<file path="config.mk">
export PLATFORM = sky130hd
export DESIGN_NAME = cctalk_host_frame_engine_flat
export DESIGN_NICKNAME = d
export VERILOG_FILES = /design/src/hw/rtl/chfe_pkg.sv /design/src/hw/rtl/chfe_in_if.sv /design/src/hw/rtl/chfe_out_if.sv /design/src/hw/rtl/chfe_front.sv /design/src/hw/rtl/chfe_queue.sv /design/src/hw/rtl/chfe_back.sv /design/src/hw/rtl/cctalk_host_frame_engine.sv /design/src/flat_wrapper.sv
export SDC_FILE = /design/constraint.sdc
export NUM_CORES = 1
export LEC_CHECK = 0
export BUFFER_PORTS_ARGS = -buffer_cell sky130_fd_sc_hd__buf_2
export CELL_PAD_IN_SITES_DETAIL_PLACEMENT = 1
export CELL_PAD_IN_SITES_GLOBAL_PLACEMENT = 1
export CORE_ASPECT_RATIO = 0.75
export CORE_MARGIN = 1.5
export CORE_UTILIZATION = 40
export DETAILED_ROUTE_END_ITERATION = 8
export PLACE_DENSITY_LB_ADDON = 0.1
export REMOVE_ABC_BUFFERS = 1
export SLEW_MARGIN = 40
export SYNTH_ARGS = -nofsm -noshare
export SYNTH_HDL_FRONTEND = slang
export SYNTH_SLANG_ARGS = --single-unit
</file>
<file path="constraint.sdc">
create_clock -name clk -period 6.6 [get_ports clk]
set_input_delay 0.66 -clock clk [delete_from_list [all_inputs] [get_ports clk]]
set_output_delay 0.66 -clock clk [all_outputs]
set_load 0.01 [all_outputs]
</file>
<file path="src/hw/rtl/chfe_pkg.sv">
// Shared types and constants of the ccTalk host frame engine.
// No dependencies; every other file but the two interfaces refers to it by scoped names.
`default_nettype none

package chfe_pkg;

    // input item kinds
    localparam logic [1:0] KIND_HEADER = 2'd0;
    localparam logic [1:0] KIND_DATA   = 2'd1;
    localparam logic [1:0] KIND_LINE   = 2'd2;

    // result kinds
    localparam logic [1:0] RES_TX      = 2'd0;
    localparam logic [1:0] RES_PAYLOAD = 2'd1;
    localparam logic [1:0] RES_STATUS  = 2'd2;

    // status codes
    localparam logic [2:0] ST_OK          = 3'd0;
    localparam logic [2:0] ST_SHORT       = 3'd1;
    localparam logic [2:0] ST_LENGTH      = 3'd2;
    localparam logic [2:0] ST_CHECKSUM    = 3'd3;
    localparam logic [2:0] ST_DEST        = 3'd4;
    localparam logic [2:0] ST_SOURCE      = 3'd5;
    localparam logic [2:0] ST_NOT_ACK     = 3'd6;
    localparam logic [2:0] ST_UNSUPPORTED = 3'd7;

    // configuration register indexes
    localparam logic [1:0] CFG_CTRL_ADDR  = 2'd0;
    localparam logic [1:0] CFG_CRC16      = 2'd1;
    localparam logic [1:0] CFG_ENCRYPTION = 2'd2;

    // queue entry operations
    localparam logic [1:0] OP_HEADER = 2'd0;
    localparam logic [1:0] OP_DATA   = 2'd1;
    localparam logic [1:0] OP_RX     = 2'd2;

    localparam logic [7:0] HOST_ADDRESS = 8'h01;
    localparam logic [8:0] MIN_FRAME    = 9'd5;
    localparam logic [8:0] COUNT_MAX    = 9'd511;
    localparam logic [7:0] CTRL_ADDR_RESET = 8'h01;

    typedef struct packed {
        logic [7:0] controller_address;
        logic       crc16_mode;
        logic       encryption_mode;
    } cfg_t;

    // one queue entry: everything the back end needs to emit the results of one item
    typedef struct packed {
        logic [1:0]      op;
        logic [3:0][7:0] bytes;
        logic [7:0]      chk;
        logic            with_chk;
        logic            with_pay;
        logic            with_stat;
        logic [2:0]      status;
        logic [31:0]     id;
    } desc_t;

    typedef struct packed {
        logic [1:0]  kind;
        logic [7:0]  value;
        logic        last;
        logic [2:0]  status;
        logic [31:0] id;
    } result_t;

endpackage

`default_nettype wire

</file>
<file path="src/hw/rtl/chfe_in_if.sv">
// Input channel of the ccTalk host frame engine: valid/ready plus one input word.
// No dependencies.
`default_nettype none

interface chfe_in_if;
    logic       valid;
    logic       ready;
    logic [1:0] kind;
    logic [7:0] device_address;
    logic [7:0] command_code;
    logic [7:0] payload_length;
    logic [7:0] data_byte;
    logic       frame_end;

    modport source (output valid, kind, device_address, command_code, payload_length,
                    data_byte, frame_end, input ready);
    modport sink (input valid, kind, device_address, command_code, payload_length,
                  data_byte, frame_end, output ready);
endinterface

`default_nettype wire

</file>
<file path="src/hw/rtl/chfe_out_if.sv">
// Output channel of the ccTalk host frame engine: valid/ready plus one result word.
// No dependencies.
`default_nettype none

interface chfe_out_if;
    logic        valid;
    logic        ready;
    logic [1:0]  result_kind;
    logic [7:0]  byte_value;
    logic        last_of_run;
    logic [2:0]  status;
    logic [31:0] request_number;

    modport source (output valid, result_kind, byte_value, last_of_run, status, request_number,
                    input ready);
    modport sink (input valid, result_kind, byte_value, last_of_run, status, request_number,
                  output ready);
endinterface

`default_nettype wire

</file>
<file path="src/hw/rtl/chfe_front.sv">
// Front end: accepts input words, keeps transmit and receive frame state and
// pushes one queue entry per word that yields results. Uses chfe_pkg, chfe_in_if.
`default_nettype none

module chfe_front (
    input  wire logic           clk,
    input  wire logic           rst_n,
    chfe_in_if.sink             items,
    input  wire chfe_pkg::cfg_t cfg,
    input  wire logic           q_full,
    output logic                push,
    output chfe_pkg::desc_t     push_desc
);

    logic [7:0]      exp_src_reg, exp_src_next;
    logic [31:0]     req_cnt_reg, req_cnt_next;
    logic [7:0]      tx_sum_reg, tx_sum_next;
    logic [7:0]      tx_rem_reg, tx_rem_next;
    logic [8:0]      rx_cnt_reg, rx_cnt_next;
    logic [7:0]      rx_sum_reg, rx_sum_next;
    logic [3:0][7:0] hdr_reg, hdr_next;
    logic [7:0]      held_reg, held_next;

    logic            accept;
    logic [7:0]      hdr_sum;
    logic [7:0]      data_sum;
    logic [7:0]      rx_sum_new;
    logic [3:0][7:0] hdr_new;
    logic [8:0]      total;
    logic [8:0]      want_total;

    assign items.ready = !q_full;
    assign accept      = items.valid && items.ready;

    assign hdr_sum  = items.device_address + items.payload_length
                    + cfg.controller_address + items.command_code;
    assign data_sum = tx_sum_reg + items.data_byte;
    assign rx_sum_new = rx_sum_reg + items.data_byte;
    assign total = (rx_cnt_reg < chfe_pkg::COUNT_MAX) ? rx_cnt_reg + 9'd1 : chfe_pkg::COUNT_MAX;

    always_comb
    begin
        hdr_new = hdr_reg;
        if (rx_cnt_reg < 9'd4)
        begin
            hdr_new[rx_cnt_reg[1:0]] = items.data_byte;
        end
    end

    assign want_total = chfe_pkg::MIN_FRAME + {1'b0, hdr_new[1]};

    always_comb
    begin
        exp_src_next = exp_src_reg;
        req_cnt_next = req_cnt_reg;
        tx_sum_next  = tx_sum_reg;
        tx_rem_next  = tx_rem_reg;
        rx_cnt_next  = rx_cnt_reg;
        rx_sum_next  = rx_sum_reg;
        hdr_next     = hdr_reg;
        held_next    = held_reg;
        push         = 1'b0;
        push_desc    = '0;
        if (accept)
        begin
            case (items.kind)
                chfe_pkg::KIND_HEADER:
                begin
                    exp_src_next = items.device_address;
                    tx_sum_next  = 8'd0;
                    tx_rem_next  = 8'd0;
                    push         = 1'b1;
                    if (cfg.crc16_mode || cfg.encryption_mode)
                    begin
                        push_desc.op        = chfe_pkg::OP_RX;
                        push_desc.with_stat = 1'b1;
                        push_desc.status    = chfe_pkg::ST_UNSUPPORTED;
                    end
                    else
                    begin
                        req_cnt_next       = req_cnt_reg + 32'd1;
                        push_desc.op       = chfe_pkg::OP_HEADER;
                        push_desc.bytes[0] = items.device_address;
                        push_desc.bytes[1] = items.payload_length;
                        push_desc.bytes[2] = cfg.controller_address;
                        push_desc.bytes[3] = items.command_code;
                        push_desc.chk      = 8'd0 - hdr_sum;
                        push_desc.with_chk = (items.payload_length == 8'd0);
                        push_desc.id       = req_cnt_reg + 32'd1;
                        tx_sum_next        = hdr_sum;
                        tx_rem_next        = items.payload_length;
                    end
                end
                chfe_pkg::KIND_DATA:
                begin
                    // drop stray data with no frame open
                    if (tx_rem_reg != 8'd0)
                    begin
                        push               = 1'b1;
                        push_desc.op       = chfe_pkg::OP_DATA;
                        push_desc.bytes[0] = items.data_byte;
                        push_desc.chk      = 8'd0 - data_sum;
                        push_desc.with_chk = (tx_rem_reg == 8'd1);
                        tx_sum_next        = data_sum;
                        tx_rem_next        = tx_rem_reg - 8'd1;
                    end
                end
                chfe_pkg::KIND_LINE:
                begin
                    // payload runs one byte late so the checksum byte never leaves
                    push_desc.op       = chfe_pkg::OP_RX;
                    push_desc.bytes[0] = held_reg;
                    push_desc.with_pay = (rx_cnt_reg >= chfe_pkg::MIN_FRAME);
                    push_desc.with_stat = items.frame_end;
                    push = push_desc.with_pay || items.frame_end;
                    if (total < chfe_pkg::MIN_FRAME)
                        push_desc.status = chfe_pkg::ST_SHORT;
                    else if (total != want_total)
                        push_desc.status = chfe_pkg::ST_LENGTH;
                    else if (rx_sum_new != 8'd0)
                        push_desc.status = chfe_pkg::ST_CHECKSUM;
                    else if (hdr_new[0] != chfe_pkg::HOST_ADDRESS)
                        push_desc.status = chfe_pkg::ST_DEST;
                    else if (hdr_new[2] != exp_src_reg)
                        push_desc.status = chfe_pkg::ST_SOURCE;
                    else if (hdr_new[3] != 8'd0)
                        push_desc.status = chfe_pkg::ST_NOT_ACK;
                    else
                        push_desc.status = chfe_pkg::ST_OK;
                    if (items.frame_end)
                    begin
                        rx_cnt_next = 9'd0;
                        rx_sum_next = 8'd0;
                        hdr_next    = '0;
                        held_next   = 8'd0;
                    end
                    else
                    begin
                        rx_cnt_next = total;
                        rx_sum_next = rx_sum_new;
                        hdr_next    = hdr_new;
                        held_next   = items.data_byte;
                    end
                end
                default:
                begin
                end
            endcase
        end
    end

    always_ff @(posedge clk or negedge rst_n)
    begin
        if (!rst_n)
        begin
            exp_src_reg <= 8'd0;
            req_cnt_reg <= 32'd0;
            tx_sum_reg  <= 8'd0;
            tx_rem_reg  <= 8'd0;
            rx_cnt_reg  <= 9'd0;
            rx_sum_reg  <= 8'd0;
            hdr_reg     <= '0;
            held_reg    <= 8'd0;
        end
        else
        begin
            exp_src_reg <= exp_src_next;
            req_cnt_reg <= req_cnt_next;
            tx_sum_reg  <= tx_sum_next;
            tx_rem_reg  <= tx_rem_next;
            rx_cnt_reg  <= rx_cnt_next;
            rx_sum_reg  <= rx_sum_next;
            hdr_reg     <= hdr_next;
            held_reg    <= held_next;
        end
    end

`ifndef ASSERT_OFF
    a_push_has_room: assert property (@(posedge clk) disable iff (!rst_n)
        push |-> !q_full)
        else $error("front pushed into a full queue");
    a_reject_no_count: assert property (@(posedge clk) disable iff (!rst_n)
        (push && push_desc.status == chfe_pkg::ST_UNSUPPORTED && push_desc.op == chfe_pkg::OP_RX
         && !push_desc.with_pay && items.kind == chfe_pkg::KIND_HEADER)
        |=> req_cnt_reg == $past(req_cnt_reg))
        else $error("rejected request advanced the request counter");
`endif

endmodule

`default_nettype wire

</file>
<file path="src/hw/rtl/chfe_queue.sv">
// Short queue of work entries between the front and back ends.
// Uses chfe_pkg for the entry type.
`default_nettype none

module chfe_queue #(
    parameter int DEPTH = 4
) (
    input  wire logic            clk,
    input  wire logic            rst_n,
    input  wire logic            push,
    input  wire chfe_pkg::desc_t push_desc,
    input  wire logic            pop,
    output chfe_pkg::desc_t      head,
    output logic                 empty,
    output logic                 full
);

    localparam int PW = (DEPTH > 1) ? $clog2(DEPTH) : 1;
    localparam int CW = $clog2(DEPTH + 1);
    localparam logic [PW-1:0] LAST_PTR = PW'(DEPTH - 1);
    localparam logic [CW-1:0] FULL_CNT = CW'(DEPTH);

    chfe_pkg::desc_t mem_reg [DEPTH];
    logic [PW-1:0]   wr_ptr_reg, wr_ptr_next;
    logic [PW-1:0]   rd_ptr_reg, rd_ptr_next;
    logic [CW-1:0]   count_reg, count_next;

    assign head  = mem_reg[rd_ptr_reg];
    assign empty = (count_reg == '0);
    assign full  = (count_reg == FULL_CNT);

    always_comb
    begin
        wr_ptr_next = wr_ptr_reg;
        rd_ptr_next = rd_ptr_reg;
        count_next  = count_reg;
        if (push)
            wr_ptr_next = (wr_ptr_reg == LAST_PTR) ? '0 : wr_ptr_reg + PW'(1);
        if (pop)
            rd_ptr_next = (rd_ptr_reg == LAST_PTR) ? '0 : rd_ptr_reg + PW'(1);
        if (push && !pop)
            count_next = count_reg + CW'(1);
        else if (pop && !push)
            count_next = count_reg - CW'(1);
    end

    always_ff @(posedge clk)
    begin
        if (push)
            mem_reg[wr_ptr_reg] <= push_desc;
    end

    always_ff @(posedge clk or negedge rst_n)
    begin
        if (!rst_n)
        begin
            wr_ptr_reg <= '0;
            rd_ptr_reg <= '0;
            count_reg  <= '0;
        end
        else
        begin
            wr_ptr_reg <= wr_ptr_next;
            rd_ptr_reg <= rd_ptr_next;
            count_reg  <= count_next;
        end
    end

`ifndef ASSERT_OFF
    a_pop_not_empty: assert property (@(posedge clk) disable iff (!rst_n)
        pop |-> !empty)
        else $error("queue popped while empty");
`endif

endmodule

`default_nettype wire

</file>
<file path="src/hw/rtl/chfe_back.sv">
// Back end: walks the head queue entry one result per cycle, while the output is not stalled, into the output register.
// Uses chfe_pkg and chfe_out_if.
`default_nettype none

module chfe_back (
    input  wire logic            clk,
    input  wire logic            rst_n,
    input  wire chfe_pkg::desc_t head,
    input  wire logic            q_empty,
    output logic                 pop,
    chfe_out_if.source           results
);

    logic [2:0]        step_reg, step_next;
    logic              out_valid_reg, out_valid_next;
    chfe_pkg::result_t out_reg, out_next;
    chfe_pkg::result_t res;
    logic              last_step;
    logic              advance;

    always_comb
    begin
        res       = '0;
        last_step = 1'b1;
        case (head.op)
            chfe_pkg::OP_HEADER:
            begin
                res.kind = chfe_pkg::RES_TX;
                res.id   = head.id;
                if (step_reg < 3'd4)
                begin
                    res.value = head.bytes[step_reg[1:0]];
                    last_step = !head.with_chk && (step_reg == 3'd3);
                end
                else
                begin
                    res.value = head.chk;
                    res.last  = 1'b1;
                end
            end
            chfe_pkg::OP_DATA:
            begin
                res.kind = chfe_pkg::RES_TX;
                if (step_reg == 3'd0)
                begin
                    res.value = head.bytes[0];
                    last_step = !head.with_chk;
                end
                else
                begin
                    res.value = head.chk;
                    res.last  = 1'b1;
                end
            end
            chfe_pkg::OP_RX:
            begin
                if (head.with_pay && step_reg == 3'd0)
                begin
                    res.kind  = chfe_pkg::RES_PAYLOAD;
                    res.value = head.bytes[0];
                    last_step = !head.with_stat;
                end
                else
                begin
                    res.kind   = chfe_pkg::RES_STATUS;
                    res.last   = 1'b1;
                    res.status = head.status;
                end
            end
            default:
            begin
            end
        endcase
    end

    assign advance = !q_empty && (!out_valid_reg || results.ready);
    assign pop     = advance && last_step;

    always_comb
    begin
        step_next      = step_reg;
        out_valid_next = out_valid_reg;
        out_next       = out_reg;
        if (advance)
        begin
            out_valid_next = 1'b1;
            out_next       = res;
            step_next      = last_step ? 3'd0 : step_reg + 3'd1;
        end
        else if (results.ready)
        begin
            out_valid_next = 1'b0;
        end
    end

    always_ff @(posedge clk or negedge rst_n)
    begin
        if (!rst_n)
        begin
            step_reg      <= 3'd0;
            out_valid_reg <= 1'b0;
        end
        else
        begin
            step_reg      <= step_next;
            out_valid_reg <= out_valid_next;
        end
    end

    always_ff @(posedge clk)
    begin
        out_reg <= out_next;
    end

    assign results.valid          = out_valid_reg;
    assign results.result_kind    = out_reg.kind;
    assign results.byte_value     = out_reg.value;
    assign results.last_of_run    = out_reg.last;
    assign results.status         = out_reg.status;
    assign results.request_number = out_reg.id;

`ifndef ASSERT_OFF
    a_step_range: assert property (@(posedge clk) disable iff (!rst_n)
        step_reg <= 3'd4)
        else $error("result step ran past the checksum byte");
    a_status_closes: assert property (@(posedge clk) disable iff (!rst_n)
        (out_valid_reg && out_reg.kind == chfe_pkg::RES_STATUS) |-> out_reg.last)
        else $error("status result without end mark");
`endif

endmodule

`default_nettype wire

</file>
<file path="src/hw/rtl/cctalk_host_frame_engine.sv">
// ccTalk host frame engine, 8-bit checksum variant. Takes one input word per cycle
// while its work queue (QUEUE_DEPTH entries) has room; words that yield no result leave
// nothing behind. The output side emits one result word per cycle while the receiver
// is ready, from a registered stage: a request header yields 4 results (5 with an empty
// payload, a single status word when rejected), a request data byte 1 or 2, a received
// line byte 0 to 2. Sustained throughput is therefore set by the back-end sequencer at one
// result per cycle. There is no clearing pass after reset. Configuration writes take
// effect at the next clock edge.
`default_nettype none

module cctalk_host_frame_engine #(
    parameter int QUEUE_DEPTH = 4
) (
    input  wire logic       clk,
    input  wire logic       rst_n,
    chfe_in_if.sink         items,
    chfe_out_if.source      results,
    input  wire logic       cfg_we,
    input  wire logic [1:0] cfg_index,
    input  wire logic [7:0] cfg_data
);

    chfe_pkg::cfg_t  cfg_reg, cfg_next;
    chfe_pkg::desc_t push_desc;
    chfe_pkg::desc_t head;
    logic            push;
    logic            pop;
    logic            q_empty;
    logic            q_full;

    always_comb
    begin
        cfg_next = cfg_reg;
        if (cfg_we)
        begin
            unique case (cfg_index)
                chfe_pkg::CFG_CTRL_ADDR:  cfg_next.controller_address = cfg_data;
                chfe_pkg::CFG_CRC16:      cfg_next.crc16_mode         = cfg_data[0];
                chfe_pkg::CFG_ENCRYPTION: cfg_next.encryption_mode    = cfg_data[0];
                default:
                begin
                end
            endcase
        end
    end

    always_ff @(posedge clk or negedge rst_n)
    begin
        if (!rst_n)
        begin
            cfg_reg.controller_address <= chfe_pkg::CTRL_ADDR_RESET;
            cfg_reg.crc16_mode         <= 1'b0;
            cfg_reg.encryption_mode    <= 1'b0;
        end
        else
        begin
            cfg_reg <= cfg_next;
        end
    end

    chfe_front u_front (
        .clk       (clk),
        .rst_n     (rst_n),
        .items     (items),
        .cfg       (cfg_reg),
        .q_full    (q_full),
        .push      (push),
        .push_desc (push_desc)
    );

    chfe_queue #(
        .DEPTH (QUEUE_DEPTH)
    ) u_queue (
        .clk       (clk),
        .rst_n     (rst_n),
        .push      (push),
        .push_desc (push_desc),
        .pop       (pop),
        .head      (head),
        .empty     (q_empty),
        .full      (q_full)
    );

    chfe_back u_back (
        .clk     (clk),
        .rst_n   (rst_n),
        .head    (head),
        .q_empty (q_empty),
        .pop     (pop),
        .results (results)
    );

endmodule

`default_nettype wire

</file>
<file path="src/flat_wrapper.sv">
// flat-port wrapper written by rule: the top's interface ports become plain ports
module cctalk_host_frame_engine_flat 
#(
    parameter int QUEUE_DEPTH = 4
)
  (clk, rst_n, cfg_we, cfg_index, cfg_data, items_valid, items_kind, items_device_address, items_command_code, items_payload_length, items_data_byte, items_frame_end, items_ready, results_valid, results_result_kind, results_byte_value, results_last_of_run, results_status, results_request_number, results_ready);
  chfe_in_if items_i ();
  chfe_out_if results_i ();
  input  wire logic clk;
  input  wire logic rst_n;
  input  wire logic cfg_we;
  input  wire logic [1:0] cfg_index;
  input  wire logic [7:0] cfg_data;
  input wire logic [$bits(items_i.valid)-1:0] items_valid;
  input wire logic [$bits(items_i.kind)-1:0] items_kind;
  input wire logic [$bits(items_i.device_address)-1:0] items_device_address;
  input wire logic [$bits(items_i.command_code)-1:0] items_command_code;
  input wire logic [$bits(items_i.payload_length)-1:0] items_payload_length;
  input wire logic [$bits(items_i.data_byte)-1:0] items_data_byte;
  input wire logic [$bits(items_i.frame_end)-1:0] items_frame_end;
  output wire logic [$bits(items_i.ready)-1:0] items_ready;
  output wire logic [$bits(results_i.valid)-1:0] results_valid;
  output wire logic [$bits(results_i.result_kind)-1:0] results_result_kind;
  output wire logic [$bits(results_i.byte_value)-1:0] results_byte_value;
  output wire logic [$bits(results_i.last_of_run)-1:0] results_last_of_run;
  output wire logic [$bits(results_i.status)-1:0] results_status;
  output wire logic [$bits(results_i.request_number)-1:0] results_request_number;
  input wire logic [$bits(results_i.ready)-1:0] results_ready;
  assign items_i.valid = items_valid;
  assign items_i.kind = items_kind;
  assign items_i.device_address = items_device_address;
  assign items_i.command_code = items_command_code;
  assign items_i.payload_length = items_payload_length;
  assign items_i.data_byte = items_data_byte;
  assign items_i.frame_end = items_frame_end;
  assign items_ready = items_i.ready;
  assign results_valid = results_i.valid;
  assign results_result_kind = results_i.result_kind;
  assign results_byte_value = results_i.byte_value;
  assign results_last_of_run = results_i.last_of_run;
  assign results_status = results_i.status;
  assign results_request_number = results_i.request_number;
  assign results_i.ready = results_ready;
  cctalk_host_frame_engine #(.QUEUE_DEPTH(QUEUE_DEPTH)) u_core (.clk(clk), .rst_n(rst_n), .items(items_i), .results(results_i), .cfg_we(cfg_we), .cfg_index(cfg_index), .cfg_data(cfg_data));
endmodule
</file>
## After elaboration in Yosys (flattened, before gate mapping)

Memories as Yosys holds them, arrays and structs flattened.
Index checks and enable logic that the tools add are counted.

- Add/subtract/negate cells: 16
- Multiplexer cells: 61
- Magnitude comparators: 8
- Equal/unequal tests: 15
- Div/mod/pow operators: 0
- Reduce and logical (&&, ||, !) cells: 38
- Bitwise operators: 2
- Multiply operators: 0
- Shifts and indexed selects: 0

Operators with widths:

| cell | count |
|---|---|
| 2-to-1 mux 32 bit | 4 |
| 2-to-1 mux 8 bit | 11 |
| 2-to-1 mux 80 bit | 1 |
| 2-to-1 mux 41 bit | 1 |
| adder 8 bit | 5 |
| one-hot mux 11 bit (3 select lines) | 1 |
| adder 32 x 1 -> 32 bit (second input constant) | 1 |
| bitwise mux 32 bit | 1 |
| one-hot mux 8 bit (2 select lines) | 2 |
| 2-to-1 mux 3 bit | 9 |
| 2-to-1 mux 24 bit | 1 |
| one-hot mux 8 bit (3 select lines) | 1 |
| nonzero test 8 bit | 3 |
| < comparator 9 x 3 -> 1 bit (second input constant) | 2 |
| 2-to-1 mux 9 bit | 2 |
| one-hot mux 9 bit (2 select lines) | 1 |
| 2-to-1 mux 17 bit | 1 |
| binary-select mux 8 bit (select 2 bit) | 1 |
| demux 8 bit (select 2 bit) | 1 |
| subtractor 1 x 8 -> 8 bit (first input constant) | 2 |
| 2-to-1 mux 1 bit | 13 |
| equality test 2 bit (second input constant) | 5 |
| AND reduction 2 bit | 5 |
| adder 3 x 8 -> 9 bit (first input constant) | 1 |
| 33 further kinds | 65 |

- Output and inout port bits: 48
- Word-level logic and storage cells: 165
- Bits in read-only memories: 0
- Memories kept: 1
- Bits in latches: 0
- Register bits: 180
- Bits in writable memories: 320
- Input bits: 50

Memories:

| memory | words | bits a word | rd ports | clocked after memory_dff | wr ports | line | source |
|---|---|---|---|---|---|---|---|
| u_core.u_queue.mem_reg | 4 | 80 | 1 | 0 | 1 | chfe_queue.sv:23 | `chfe_pkg::desc_t mem_reg [DEPTH];` |

## Depth between registers and ports, before layout

- Word-level depth: 15
- Mapped depth: 15
- Mapped depth without buffers: 14

## By module

A second synthesis with hierarchy kept.

- Cell total of the unflattened synthesis: 1,652
- Area, all modules: 23,373.7 um2

Modules (own cells, without submodules):

| module | cells an instance | times used | sequential area each (um2) | area each (um2) |
|---|---|---|---|---|
| chfe_queue | 455 | 1 | 9,784.4 | 12,034.0 |
| chfe_front | 1,020 | 1 | 2,827.7 | 8,674.6 |
| chfe_back | 154 | 1 | 1,481.4 | 2,267.2 |
| cctalk_host_frame_engine | 23 | 1 | 251.5 | 397.9 |

## Worst setup path after synthesis

No wires, ideal clock.

- Kind: input to register
- From: input items_payload_length[2]
- To: memory u_core.u_queue.mem_reg[0][45] (netlist bit) (data pin)
- Cell stages on the path: 12
- Setup slack: 2.799 ns
- Required time: 6.421 ns
- Setup time: 0.179 ns
- Arrival: 3.622 ns
- Path buffers: 0
- Cells stage by stage: inv_1 fa_1 fa_1 inv_1 ha_1 a21o_1 a21oi_1 o21ai_0 a311oi_1 nor3b_1 xor3_1 o2bb2ai_1

RTL lines:

| what | line | source |
|---|---|---|
| start, declared | flat_wrapper.sv:18 | `input wire logic [$bits(items_i.payload_length)-1:0] items_payload_length;` |
| end, declared | chfe_queue.sv:23 |  |

## Worst setup path after layout

- From: register u_core.u_back.step_reg[0]
- To: register u_core.u_queue.count_reg[2]

- Word-level cells in the longest chain between the ends: 8
- Elaborated cells on any way between the ends: 15
- Those cells by class: order compare (1); eq/ne (1); mux (5); reduce/logical (8)

Ends and longest elaborated chain:

| what | line | source |
|---|---|---|
| start, declared | chfe_back.sv:14 | `logic [2:0] step_reg, step_next;` |
| start signal, assigned | chfe_back.sv:105 | `step_reg <= step_next;` |
| parallel branches: the longest is 3 deep, another holds < comparator 3 bit | n/a |  |
| one-hot mux 1 bit (3 select lines) * | chfe_back.sv:25 | `case (head.op)` |
| logical AND 1 bit * | chfe_back.sv:77 | `assign pop = advance && last_step;` |
| logical NOT 1 bit | chfe_queue.sv:41 | `if (push && !pop)` |
| logical AND 1 bit | chfe_queue.sv:41 |  |
| 2-to-1 mux 3 bit / nonzero test 2 bit (equally long branches) | n/a |  |
| end signal, assigned | chfe_queue.sv:65 | `count_reg <= count_next;` |
| end, declared | chfe_queue.sv:26 | `logic [CW-1:0] count_reg, count_next;` |

Every way passes the cells marked *.
A chain may end at the register's enable or synchronous reset.

==> summary.md <==
| Metric | Value |
|---|---|
| Status | completed |
| Length in cells of the worst reg-to-reg path | 13 |
| Arrival time reported for the critical path endpoint | 4.60 ns |
| Leakage power total | 9.86 nW |
| Most instantiated library cell after synthesis | edfxtp_1 |
| CTS buffer count | 51 |
| Share of layout cells above drive strength 1 | 0.186 |
| Number of flops mapped to enable cells by yosys | 366 |
| Max Buffers Root-to-Sink | 3 |
| Largest area contributor in the synthesized netlist | edfxtp_1 |
| Worst Setup End Kind | flop |
| Vias/cell | 5.51 |
| Worst supply voltage drop on vdd | 0.000211 V |
| Sequential fraction of the synthesis area | 0.613 |
| Layout area overhead | 13.6% |
| Total number of vias | 14400 |
| Overall die height | 212 um |
| Remaining global-route overflow | 0 |
| Buffer count from post-CTS setup fixing | 0 |
| Initial cell density of the core | 0.406 |
| Detailed placement HPWL | 40.9 mm |
| Quantity of I/O buffers inserted on ports | 97 |
| Hold buffer count at CTS | 1 |
| Insertion delay of the later-clocked pin in the worst-skew pair | 0.60 ns |
| Highest net fanout along the worst path | 11 |
| Post-synth top flop | edfxtp_1 |
| Startpoint type of the worst setup path | flop |
| Share of flip-flops with an asynchronous set or reset | 0.268 |
| Netlist area before placement | 0.0234 mm^2 |
| Fin nets | 1894 |
| Critical path start-end classification | flop to flop |
| # diodes | 0 |
| Site Rows | 76 |
| YS warnings | 0 |
| RSZ-0062 raised after global routing | no |
| Actual slew at the worst max-slew pin | 0.778 ns |
| Number of global-route vias before repair | 15100 |
| TritonCTS clock tree | built |
| Cell count after synthesis | 1693 |
| Number of flip-flops in the largest register | 320 |
| H-Tree Depth | 2 |
| Drc violations | 0 |
| Power Density | 428 mW/mm^2 |
| Number of top-level design ports | 98 |
| Max Clk Rate | 0.245 GHz |
| Start point of the critical path | u_core.u_back.step_reg[0]$_DFFE_PN0P_ |
| Routability-driven placement congestion ratio | 0.837 |
| Type of the tightest min-delay check | input pin to flop |
| Core box area | 0.0576 mm^2 |
| Synth cell count leaders | edfxtp_1, dfrtp_1, nor2_1 |
| Drt first-iter violations | 1040 |
| Yosys cell types | 82 |
| Hold Fails Final Rpt | 0 |
| Setup_tns | 0 ns |
| DRT Pass-1 Iters | 5 |
| Fraction of post-synthesis cell area in the top cell type by area | 0.470 |
| Post-cts gate resize count | 0 |
| Top area cells in the synthesized netlist | edfxtp_1, dfrtp_1, mux4_2 |
| Relative max-transition margin | 0.481 |
| Wire length of the first global-routing pass | 94.4 mm |
| Max cap viols | 0 |
| Flop and latch count out of synthesis | 500 |
| Placed cell areas | 0.0249 mm^2 |
| Library cell used as clock root buffer | clkbuf_16 |
| Min-delay src | cfg_data[3] |
| Hold-critical path depth | 3 |
| Average instance area after synthesis | 13.8 um^2 |
| Largest net degree at the start of global routing | 55 |
| Overall Global Routing Usage | 0.209 |
| Clock period minus final worst setup slack | 4.08 ns |
| Source of the worst register-to-register timing path | u_core.u_back.step_reg[0]$_DFFE_PN0P_ |
| Period utilization | 0.619 |
| Worst Path Required | 7.11 ns |
| DRT antenna net count | 0 |
| Die W | 282 um |
| Setup violation total in the final timing report | 0 |
| Clock-pin slew of the registers on the worst-case setup and hold paths | 0.06 ns |
| Sinks on the clock net | 500 |
| Setup clock skew after layout | 0.0195 ns |
| Average wire per cell in the routed design | 23.2 um |
| Final slew viol count | 0 |
| Initial antenna violation count | 1 |
| Die outline area | 0.0600 mm^2 |
| Total non-filler cell area in the finished layout | 0.0266 mm^2 |
| Wire length reported by the detailed router | 60.4 mm |
[worst max-delay path, stage by stage (launching register included)]
cell,delay (ns)
dfrtp_1,0.59
inv_1,0.16
ha_1,0.23
nor2b_2,0.54
nand2_1,0.17
nor3b_2,0.67
a21oi_1,0.30
nand2_1,0.24
ha_1,0.24
inv_1,0.07
fa_1,0.37
xor2_1,0.17
nor2_1,0.12
xor2_1,0.15
[layout make-up]
type	instances	area, um^2
Fill cell	5873	31000
Sequential cell	500	14400
Multi-Input combinational cell	1038	8490
Clock buffer	70	1420
Tap cell	780	976
Timing Repair Buffer	125	823
Inverter	70	263
Clock inverter	24	258
[path summary, 6_finish.rpt]
kind,to,slack (ns)
setup reg to reg,u_core.u_queue.count_reg[2]$_DFFE_PN0P_,2.52
hold reg to reg,u_core.u_front.held_reg[5]$_DFFE_PN0P_,0.48
hold / removal,u_core.cfg_reg[5]$_DFFE_PN0P_,0.29
setup / recovery,u_core.u_queue.count_reg[2]$_DFFE_PN0P_,2.52
min in group asynchronous,u_core.u_front.hdr_reg[28]$_DFFE_PN0P_,0.52
max in group asynchronous,u_core.u_front.tx_sum_reg[4]$_DFFE_PN0P_,5.06
[metrics by stage]
stage	setup WS, ns	total power, mW	hold slack, ns	std cells	util
4_1_cts	2.47	11.5	0.249	2607	0.461
3_5_place_dp	2.16	8.55	0.477	2512	0.432
3_3_place_gp	2.33	8.42	0.465	2504	0.429
5_1_grt	2.14	12.1	0.271	2607	0.461
2_1_floorplan	0.859	7.31	0.364	1608	-
6_report	2.52	11.4	0.286	2607	0.461
[layer usage]
layer,vias up,share of wire,track usage
met5,-,0,0
met4,0,0.020,0.0526
met3,73,0.041,0.0258
met2,282,0.45,0.319
met1,7462,0.49,0.318
li1,6537,-,-
[where the power goes]
part	internal, mW	leakage (nW)	switching, mW	total, mW
Sequential	4.17	5.05	0.404	4.57
Clock	1.70	0.822	1.22	2.92
Combinational	1.71	3.99	2.17	3.88
Total	7.58	9.86	3.80	11.4
[cell usage in the layout (no fill, tap or decap), types with 9 or more instances in the layout]
master / instances
nand4_1: 17
ha_1: 41
mux2_2: 18
xor2_1: 49
fa_1: 17
nor2_1: 125
mux2i_1: 18
nand3_1: 34
clkbuf_16: 53
nor4_1: 9
o211ai_1: 9
a22oi_1: 32
inv_1: 67
dfrtp_1: 131
mux4_2: 88
edfxtp_1: 366
clkbuf_1: 14
clkinv_2: 9
xnor2_1: 63
nor2b_1: 38
o21ai_0: 92
nand2_1: 121
buf_4: 18
a21o_1: 14
and3_1: 20
buf_2: 96
and2_1: 22
a21oi_1: 37
o221ai_1: 12
nor3_1: 21
[cell families (layout without fill, tap and decap cells)]
group / count (synthesis) / in the layout / share of synthesized area
AOI/OAI and AO/OA: 278 / 278 / 0.0798
DFF: 500 / 500 / 0.613
buffers and inverters: 155 / 289 / 0.0259
muxes: 125 / 125 / 0.102
xor gates and xnor gates: 114 / 114 / 0.0439
and+or+nand+nor: 463 / 463 / 0.0989
adders and majority gates: 58 / 58 / 0.0365
(Power assumes the default switching activity.)
